**config.mk**
```make
export PLATFORM = sky130hd
export DESIGN_NAME = sist_ctrl_flat
export DESIGN_NICKNAME = d
export VERILOG_FILES = /design/src/hdl/sist_pkg.sv /design/src/hdl/sist_req_if.sv /design/src/hdl/sist_rsp_if.sv /design/src/hdl/sist_ctrl.sv /design/src/flat_wrapper.sv
export SDC_FILE = /design/constraint.sdc
export NUM_CORES = 1
export LEC_CHECK = 0
export BUFFER_PORTS_ARGS = -buffer_cell sky130_fd_sc_hd__buf_2
export CORE_MARGIN = 2
export CORE_UTILIZATION = 30
export CTS_BUF_LIST = sky130_fd_sc_hd__clkbuf_2 sky130_fd_sc_hd__clkbuf_4 sky130_fd_sc_hd__clkbuf_8
export CTS_CLUSTER_DIAMETER = 100
export DETAILED_ROUTE_END_ITERATION = 7
export SLEW_MARGIN = 10
export SYNTH_ARGS = -nofsm -noshare
export SYNTH_HDL_FRONTEND = slang
export SYNTH_SLANG_ARGS = --single-unit
```
**constraint.sdc**
```tcl
create_clock -name clk_i -period 2.4 [get_ports clk_i]
set_input_delay 0.36 -clock clk_i [delete_from_list [all_inputs] [get_ports clk_i]]
set_output_delay 0.36 -clock clk_i [all_outputs]
set_load 0.1 [all_outputs]
```
**src/hdl/sist_pkg.sv**
```systemverilog
package sist_pkg;

  // Table geometry
  localparam int MaxSources = 255;
  localparam int IdxW       = 8;
  localparam int IdW        = 32;
  localparam int LenW       = 9;
  localparam int ReasonW    = 8;

  // Request kinds; the unused code behaves as a find
  typedef enum logic [1:0] {
    REQ_FIND   = 2'd0,
    REQ_ADD    = 2'd1,
    REQ_REMOVE = 2'd2
  } req_kind_e;

  // Result status codes
  typedef enum logic [1:0] {
    STATUS_OK   = 2'd0,
    STATUS_FULL = 2'd1,
    STATUS_DUP  = 2'd2
  } status_e;

  // Sequencer states
  typedef enum logic [2:0] {
    ST_IDLE,
    ST_SCAN,
    ST_DECIDE,
    ST_SHIFT,
    ST_DONE
  } state_e;

  // Table memory access, sequencer to RAM
  typedef struct packed {
    logic            we;
    logic [IdxW-1:0] waddr;
    logic [IdW-1:0]  wdata;
    logic            re;
    logic [IdxW-1:0] raddr;
  } mem_req_t;

  // Packet length in words minus one. With a reason the size is
  // 4 + 4*count + reason rounded up past the next multiple of four,
  // which reduces to count + 1 + reason/4.
  function automatic logic [LenW-1:0] length_word_of(logic [IdxW-1:0]    count,
                                                     logic [ReasonW-1:0] reason);
    if (reason == '0) begin
      return LenW'(count);
    end
    return LenW'(count) + LenW'(1) + LenW'(reason[ReasonW-1:2]);
  endfunction

endpackage

```
**src/hdl/sist_req_if.sv**
```systemverilog
interface sist_req_if import sist_pkg::*; ();
  logic            valid;
  logic            ready;
  logic [1:0]      req_type;
  logic [IdW-1:0]  src_id;

  modport source (output valid, req_type, src_id, input ready);
  modport sink   (input valid, req_type, src_id, output ready);
endinterface

```
**src/hdl/sist_rsp_if.sv**
```systemverilog
interface sist_rsp_if import sist_pkg::*; ();
  logic             valid;
  logic             ready;
  logic [1:0]       status;
  logic             found;
  logic [IdxW-1:0]  index;
  logic [IdxW-1:0]  entry_count;
  logic [LenW-1:0]  length_word;

  modport source (output valid, status, found, index, entry_count, length_word,
                  input ready);
  modport sink   (input valid, status, found, index, entry_count, length_word,
                  output ready);
endinterface

```
**src/hdl/sist_ctrl.sv**
```systemverilog
module sist_ctrl import sist_pkg::*; (
  input  logic                clk_i,
  input  logic                rst_ni,
  input  logic                cfg_we_i,
  input  logic [ReasonW-1:0]  cfg_wdata_i,
  sist_req_if.sink            req_i,
  sist_rsp_if.source          rsp_o,
  output mem_req_t            mem_o,
  input  logic [IdW-1:0]      mem_rdata_i
);

  state_e            state_q, state_d;
  logic [1:0]        kind_q, kind_d;
  logic [IdW-1:0]    id_q, id_d;
  logic [IdxW-1:0]   count_q, count_d;
  logic [IdxW-1:0]   ptr_q, ptr_d;       // next address to read
  logic              cmp_v_q, cmp_v_d;   // read data valid this cycle
  logic [IdxW-1:0]   cmp_idx_q, cmp_idx_d;
  logic              found_q, found_d;
  logic [IdxW-1:0]   match_q, match_d;
  status_e           status_q, status_d;
  logic [ReasonW-1:0] reason_q;

  logic              rsp_valid_q, rsp_valid_d;
  logic              load_rsp;
  logic [1:0]        rsp_status_q;
  logic              rsp_found_q;
  logic [IdxW-1:0]   rsp_index_q;
  logic [IdxW-1:0]   rsp_count_q;
  logic [LenW-1:0]   rsp_len_q;

  // Control registers
  always_ff @(posedge clk_i or negedge rst_ni) begin
    if (!rst_ni) begin
      state_q     <= ST_IDLE;
      count_q     <= '0;
      cmp_v_q     <= 1'b0;
      rsp_valid_q <= 1'b0;
      reason_q    <= '0;
    end else begin
      state_q     <= state_d;
      count_q     <= count_d;
      cmp_v_q     <= cmp_v_d;
      rsp_valid_q <= rsp_valid_d;
      if (cfg_we_i) begin
        reason_q <= cfg_wdata_i;
      end
    end
  end

  // Working registers of the request in flight
  always_ff @(posedge clk_i) begin
    kind_q    <= kind_d;
    id_q      <= id_d;
    ptr_q     <= ptr_d;
    cmp_idx_q <= cmp_idx_d;
    found_q   <= found_d;
    match_q   <= match_d;
    status_q  <= status_d;
  end

  // Result register
  always_ff @(posedge clk_i) begin
    if (load_rsp) begin
      rsp_status_q <= status_q;
      rsp_found_q  <= found_q;
      rsp_index_q  <= match_q;
      rsp_count_q  <= count_q;
      rsp_len_q    <= length_word_of(count_q, reason_q);
    end
  end

  // Sequencer: scan for a match, then add or shift down on removal.
  // Reads are pipelined: address issued one cycle, data compared the next.
  always_comb begin
    state_d     = state_q;
    kind_d      = kind_q;
    id_d        = id_q;
    count_d     = count_q;
    ptr_d       = ptr_q;
    cmp_v_d     = 1'b0;
    cmp_idx_d   = cmp_idx_q;
    found_d     = found_q;
    match_d     = match_q;
    status_d    = status_q;
    mem_o       = '0;
    req_i.ready = 1'b0;
    load_rsp    = 1'b0;
    rsp_valid_d = rsp_valid_q && !rsp_o.ready;

    case (state_q)
      ST_IDLE: begin
        req_i.ready = 1'b1;
        if (req_i.valid) begin
          kind_d   = req_i.req_type;
          id_d     = req_i.src_id;
          ptr_d    = '0;
          found_d  = 1'b0;
          match_d  = '0;
          status_d = STATUS_OK;
          state_d  = ST_SCAN;
        end
      end
      ST_SCAN: begin
        if (cmp_v_q && (mem_rdata_i == id_q)) begin
          found_d = 1'b1;
          match_d = cmp_idx_q;
          state_d = ST_DECIDE;
        end else if (ptr_q < count_q) begin
          mem_o.re    = 1'b1;
          mem_o.raddr = ptr_q;
          cmp_v_d     = 1'b1;
          cmp_idx_d   = ptr_q;
          ptr_d       = ptr_q + IdxW'(1);
        end else if (!cmp_v_q) begin
          state_d = ST_DECIDE;
        end
      end
      ST_DECIDE: begin
        state_d = ST_DONE;
        case (kind_q)
          REQ_ADD: begin
            if (count_q == IdxW'(MaxSources)) begin
              status_d = STATUS_FULL;
            end else if (found_q) begin
              status_d = STATUS_DUP;
            end else begin
              mem_o.we    = 1'b1;
              mem_o.waddr = count_q;
              mem_o.wdata = id_q;
              count_d     = count_q + IdxW'(1);
            end
          end
          REQ_REMOVE: begin
            if (found_q) begin
              ptr_d   = match_q + IdxW'(1);
              state_d = ST_SHIFT;
            end
          end
          default: begin
          end
        endcase
      end
      ST_SHIFT: begin
        // Entry read last cycle moves down one place
        if (cmp_v_q) begin
          mem_o.we    = 1'b1;
          mem_o.waddr = cmp_idx_q - IdxW'(1);
          mem_o.wdata = mem_rdata_i;
        end
        if (ptr_q < count_q) begin
          mem_o.re    = 1'b1;
          mem_o.raddr = ptr_q;
          cmp_v_d     = 1'b1;
          cmp_idx_d   = ptr_q;
          ptr_d       = ptr_q + IdxW'(1);
        end else if (!cmp_v_q) begin
          count_d = count_q - IdxW'(1);
          state_d = ST_DONE;
        end
      end
      ST_DONE: begin
        if (!rsp_valid_q || rsp_o.ready) begin
          load_rsp    = 1'b1;
          rsp_valid_d = 1'b1;
          state_d     = ST_IDLE;
        end
      end
      default: begin
        state_d = ST_IDLE;
      end
    endcase
  end

  assign rsp_o.valid       = rsp_valid_q;
  assign rsp_o.status      = rsp_status_q;
  assign rsp_o.found       = rsp_found_q;
  assign rsp_o.index       = rsp_index_q;
  assign rsp_o.entry_count = rsp_count_q;
  assign rsp_o.length_word = rsp_len_q;

endmodule

```
**src/flat_wrapper.sv**
```systemverilog
// flat-port wrapper written by rule: the top's interface ports become plain ports
module sist_ctrl_flat import sist_pkg::*;
  (clk_i, rst_ni, cfg_we_i, cfg_wdata_i, mem_o, mem_rdata_i, req_i_valid, req_i_req_type, req_i_src_id, req_i_ready, rsp_o_valid, rsp_o_status, rsp_o_found, rsp_o_index, rsp_o_entry_count, rsp_o_length_word, rsp_o_ready);
  sist_req_if req_i_i ();
  sist_rsp_if rsp_o_i ();
  input  logic clk_i;
  input  logic rst_ni;
  input  logic cfg_we_i;
  input  logic [ReasonW-1:0] cfg_wdata_i;
  output mem_req_t mem_o;
  input  logic [IdW-1:0] mem_rdata_i;
  input wire logic [$bits(req_i_i.valid)-1:0] req_i_valid;
  input wire logic [$bits(req_i_i.req_type)-1:0] req_i_req_type;
  input wire logic [$bits(req_i_i.src_id)-1:0] req_i_src_id;
  output wire logic [$bits(req_i_i.ready)-1:0] req_i_ready;
  output wire logic [$bits(rsp_o_i.valid)-1:0] rsp_o_valid;
  output wire logic [$bits(rsp_o_i.status)-1:0] rsp_o_status;
  output wire logic [$bits(rsp_o_i.found)-1:0] rsp_o_found;
  output wire logic [$bits(rsp_o_i.index)-1:0] rsp_o_index;
  output wire logic [$bits(rsp_o_i.entry_count)-1:0] rsp_o_entry_count;
  output wire logic [$bits(rsp_o_i.length_word)-1:0] rsp_o_length_word;
  input wire logic [$bits(rsp_o_i.ready)-1:0] rsp_o_ready;
  assign req_i_i.valid = req_i_valid;
  assign req_i_i.req_type = req_i_req_type;
  assign req_i_i.src_id = req_i_src_id;
  assign req_i_ready = req_i_i.ready;
  assign rsp_o_valid = rsp_o_i.valid;
  assign rsp_o_status = rsp_o_i.status;
  assign rsp_o_found = rsp_o_i.found;
  assign rsp_o_index = rsp_o_i.index;
  assign rsp_o_entry_count = rsp_o_i.entry_count;
  assign rsp_o_length_word = rsp_o_i.length_word;
  assign rsp_o_i.ready = rsp_o_ready;
  sist_ctrl u_core (.clk_i(clk_i), .rst_ni(rst_ni), .cfg_we_i(cfg_we_i), .cfg_wdata_i(cfg_wdata_i), .req_i(req_i_i), .rsp_o(rsp_o_i), .mem_o(mem_o), .mem_rdata_i(mem_rdata_i));
endmodule
```
Word-level counts from Yosys, hierarchy flattened
Cells that the tools add are included.

Flip-flop bits (word level): 110. Logic and storage cells: 121. Output and inout port bits: 80.

Mux-type cells: 55. Equality and inequality tests: 22. Reductions and logical operators: 19. Add/subtract/negate cells: 7. $lt $le $gt $ge: 1.

Operators with widths (number): 41-bit two-way mux (4); 8-bit two-way mux (13); 41-bit case mux with 2 select lines (1); 8-bit case mux with 2 select lines (3); 9-bit two-way mux (4); 32-bit equality test (1); 8-bit case mux with 4 select lines (1); 3-bit two-way mux (9); 8-bit by 1-bit adder with 8-bit output (second input constant) (3); 9-bit case mux with 2 select lines (1); 2-bit != test (second input constant) (8); 8-bit by 1-bit subtractor with 8-bit output (second input constant) (2); 3-bit case mux with 5 select lines (1); 6-bit AND reduction (2); 1-bit two-way mux (11); 8-bit by 1-bit adder with 9-bit output (second input constant) (1); 9-bit by 6-bit adder with 9-bit output (1); 8-bit equality test (second input constant) (1); 8-bit zero test (1); 8-bit < comparator (1); 2-bit two-way mux (4); 2-bit nonzero test (4); 3-bit by 2-bit equality test with 1-bit output (second input constant) (2); 2-bit by 1-bit != test with 1-bit output (second input constant) (3); 18 further kinds (22).

Longest topological paths before layout
Depth after elaboration: 6. Gate-level depth with buffers: 10. Mapped depth without buffers: 10.

Worst setup path after synthesis
Ideal clock, no wire load.

Kind: reg2reg. From: register u_core.state_q[0]. To: register u_core.found_q, enable pin. Cell stages (with the launch flop): 6. Setup time: 0.331 ns. Buffers on the path: 1. Path slack: -1.930 ns. Data arrival time: 3.999 ns. Path through: dfrtp_1 clkbuf_1 nor3_1 nand2_1 inv_1 a21o_1.

Word-level cells in the longest chain between the ends: 3.

RTL lines: start, declared (RTL line sist_ctrl.sv:12) `state_e state_q, state_d;`; start signal, assigned (RTL line sist_ctrl.sv:41) `state_q <= state_d;`; 3-bit by 1-bit equality test with 1-bit output / 3-bit zero test (equally long branches) (RTL line sist_ctrl.sv:91) `case (state_q)`; 2-bit by 1-bit != test with 1-bit output (no line) (tied with other cells); 3-bit AND reduction (no line) (*); end signal, assigned (RTL line sist_ctrl.sv:57) `found_q <= found_d;`; end, declared (RTL line sist_ctrl.sv:19) `logic found_q, found_d;`.

Every way passes the cells marked *; elsewhere a longest branch is shown, timed or not. A chain may end at the register's enable or synchronous reset.

==> results.toml <==
[global_routing]
antenna_found_initial = 1
overflow = 0
grt_pass1_vias = 5258
grt_pass1_wl_um = 27600
grtUsageTotal_pct = 18.0
grt_max_degree = 35

[final_layout]
design_area_sq_mm = 0.00966
antenna_cells = 0
nFillCells = 1541
drive_gt1_share_pct = 57.2
nets = 849
syn2layout_area_growth_pct = 69.1
utilization_pct = 51.7

[sta]
fmax_mhz = 334
finalClockSkew_ns = 0.0155
slew_headroom_pct = 64.6
setup_viol = 55
finalHoldViolations = 0
layout_min_cycle_time_ns = 2.99
period_share_pct = 125
rsz0062_at_grt = "yes"
worstMarginPinSlew_ns = 0.534
setup_slack_ns = -0.592
hold_ws_ns = 0.129
slew_viol_final = 0

[clock_tree]
htreeDepth = 3
cts_buffers = 9
cts_root_buf = "clkbuf_8"
cts.sinks = 110
cts_tree = "yes"
clock_latency_ns = 0.40
cts_buffer_depth = 2
cts.clk_slew.worst_paths_ns = 0.11

[drt]
wire_per_inst_um = 18.5
vias = 4906
initialDrtViolationCount = 186
drc = 0
routed_via_density = 4.98
firstDrtPassIters = 4
routed_wirelength_um = 18300
ant_nets = 0

[logic_synthesis]
ys_ff_latch = 110
yosysUniqueCellTypes = 56
syn_nets = 568
synth.most_common_cell = "edfxtp_1"
synth_common_cells = "edfxtp_1 (89), nand2_1 (35), xnor2_1 (33)"
syn_area_sq_mm = 0.00571
ys_seq_area_share_pct = 56.0
yosys-top-cells-area = "edfxtp_1 (47%), dfrtp_1 (9.2%), xnor2_1 (5.1%), a22o_1 (4.9%), ha_1 (4.6%)"
synthArstFlopShare_pct = 19.1
synth_warnings = 0
synthCells = 466
synth.avg_cell_area_sq_um = 12.3
synth_edf_count = 89
yosysTopAreaCell = "edfxtp_1"
synth_top_area_share_pct = 46.8
synthFlopType = "edfxtp_1"

[hold_path]
hp-class = "in2reg"
holdPathStages = 1

[floorplan]
io_pins = 159
die_height_um = 142
coreArea_sq_mm = 0.0187
start_util_pct = 30.5
die_w_um = 142
rows = 50
die_area_sq_mm = 0.0202

[setup_path]
worstSetupPathType = "reg2out"
path_max_fanout = 6
r2r_cells = 9
crit_path_start_kind = "flip-flop"
crit_required_ns = 2.04
end_kind = "output pin"
crit_arrival_ns = 2.63

[place]
place_hpwl_um = 13000
place.gp.congestion = 0.878
post_dp_cell_area_sq_mm = 0.00826
io_buffers = 158

[power]
p_per_area_mw_per_mm2 = 1200
ir_drop_v = 0.000569
power.total_uw = 11600
p_leak_uw = 0.00407

[run]
drv_cap = 0

[status]
status = "finished, violations left"
violations = "negative setup slack"
-- cells by family after synthesis --
| group | count (synthesis) | synth area share, % |
|---|---|---|
| multiplexers | 18 | 3.42 |
| XOR/XNOR | 58 | 8.89 |
| AND/OR/NAND/NOR | 123 | 11.2 |
| adder cells (fa/ha/maj) | 23 | 5.30 |
| buffers and inverters | 36 | 2.47 |
| AO/OA/AOI/OAI | 98 | 12.8 |
| flip-flops | 110 | 56.0 |
-- per-layer routing --
layer	global-route usage, %	vias up	share of wire (%)
li1	-	2292	-
met1	21.3	2387	40
met2	30.9	202	50
met3	6.09	23	8.3
met4	5.32	2	1.8
met5	0	-	0.071
-- repair_timing --
action                     CTS  global route
cloned                       5             1
pin swaps                   23            43
setup endpoints to repair   65            76
setup buffers               21            26
resized for setup           78            70
hold buffers                 1             0
hold endpoints to repair    21             0
-- area by class of cell --
type                       count  area [sq um]  area share [%]
sequential                   110          3200            33.1
multi-input combinational    321          3190            33.0
inverter                      20          78.8           0.816
clock buffer                  10           138            1.42
timing repair buffer         285          2710            28.0
clock inverter                 6          56.3           0.583
tap                          234           293            3.03
-- where the power goes --
group	internal, uW	total [uW]	switching, uW
clock network	425	1110	689
registers	2850	3260	415
logic	3050	7260	4220
-- worst max-delay path: stages, from the launching register on --
cell	delay [ns]
edfxtp_1	0.42
xnor2_1	0.19
nand4_1	0.15
or4_4	0.56
o41ai_4	0.30
buf_6	0.17
nor2_4	0.07
and2_4	0.19
buf_12	0.16
-- cells in the final DEF, fill, tap and decap left out, types with 5 or more instances in the layout --
cell	n
inv_1	14
nand3_1	7
buf_4	101
edfxtp_1	89
and2_1	8
ha_1	10
buf_2	108
and2_4	9
o22ai_1	7
nor2_1	17
mux2_2	9
clkbuf_8	10
dfrtp_1	20
a21oi_2	7
ha_4	11
o21ai_4	7
mux2i_1	6
buf_12	55
nand2_1	25
nor3_1	6
buf_6	14
xor2_1	24
inv_2	5
a21oi_1	10
nand4_1	7
a22o_4	33
xnor2_1	31
o21ai_0	7
nand2_4	8
-- metrics by stage --
step                      setup TNS [ns]  setup slack [ns]  cells
after floorplan                   -0.998            -0.102    466
after global placement             -5.71            -0.254    925
after detailed placement           -6.72            -0.259    925
after CTS                         -16.18            -0.630    965
after global routing              -15.00            -0.660    986
final                              -9.82            -0.592    986
-- registers in the layout, summed over array words and instances (netlist names) --
signal	flops
u_core.id_q	32
u_core.rsp_o.length_word	9
u_core.cmp_idx_q	8
u_core.count_q	8
u_core.match_q	8
u_core.ptr_q	8
u_core.reason_q	8
u_core.rsp_o.entry_count	8
u_core.rsp_o.index	8
u_core.state_q	3
u_core.kind_q	2
u_core.rsp_o.status	2
u_core.status_q	2
u_core.cmp_v_q	1
u_core.found_q	1
u_core.rsp_o.found	1
u_core.rsp_o.valid	1
-- final timing paths --
path	slack (ns)	end	from
hold reg to reg	0.44	u_core.rsp_o.status[1]	u_core.status_q[1]
max in group asynchronous	1.56	u_core.count_q[0]	rst_ni
setup reg to reg	-0.23	u_core.ptr_q[5]	u_core.id_q[4]
min in group asynchronous	0.46	u_core.cmp_v_q	rst_ni
setup / recovery	-0.59	mem_o[4]	u_core.id_q[4]
hold / removal	0.13	u_core.id_q[24]	req_i_src_id[24]
(Power assumes the default switching activity.)
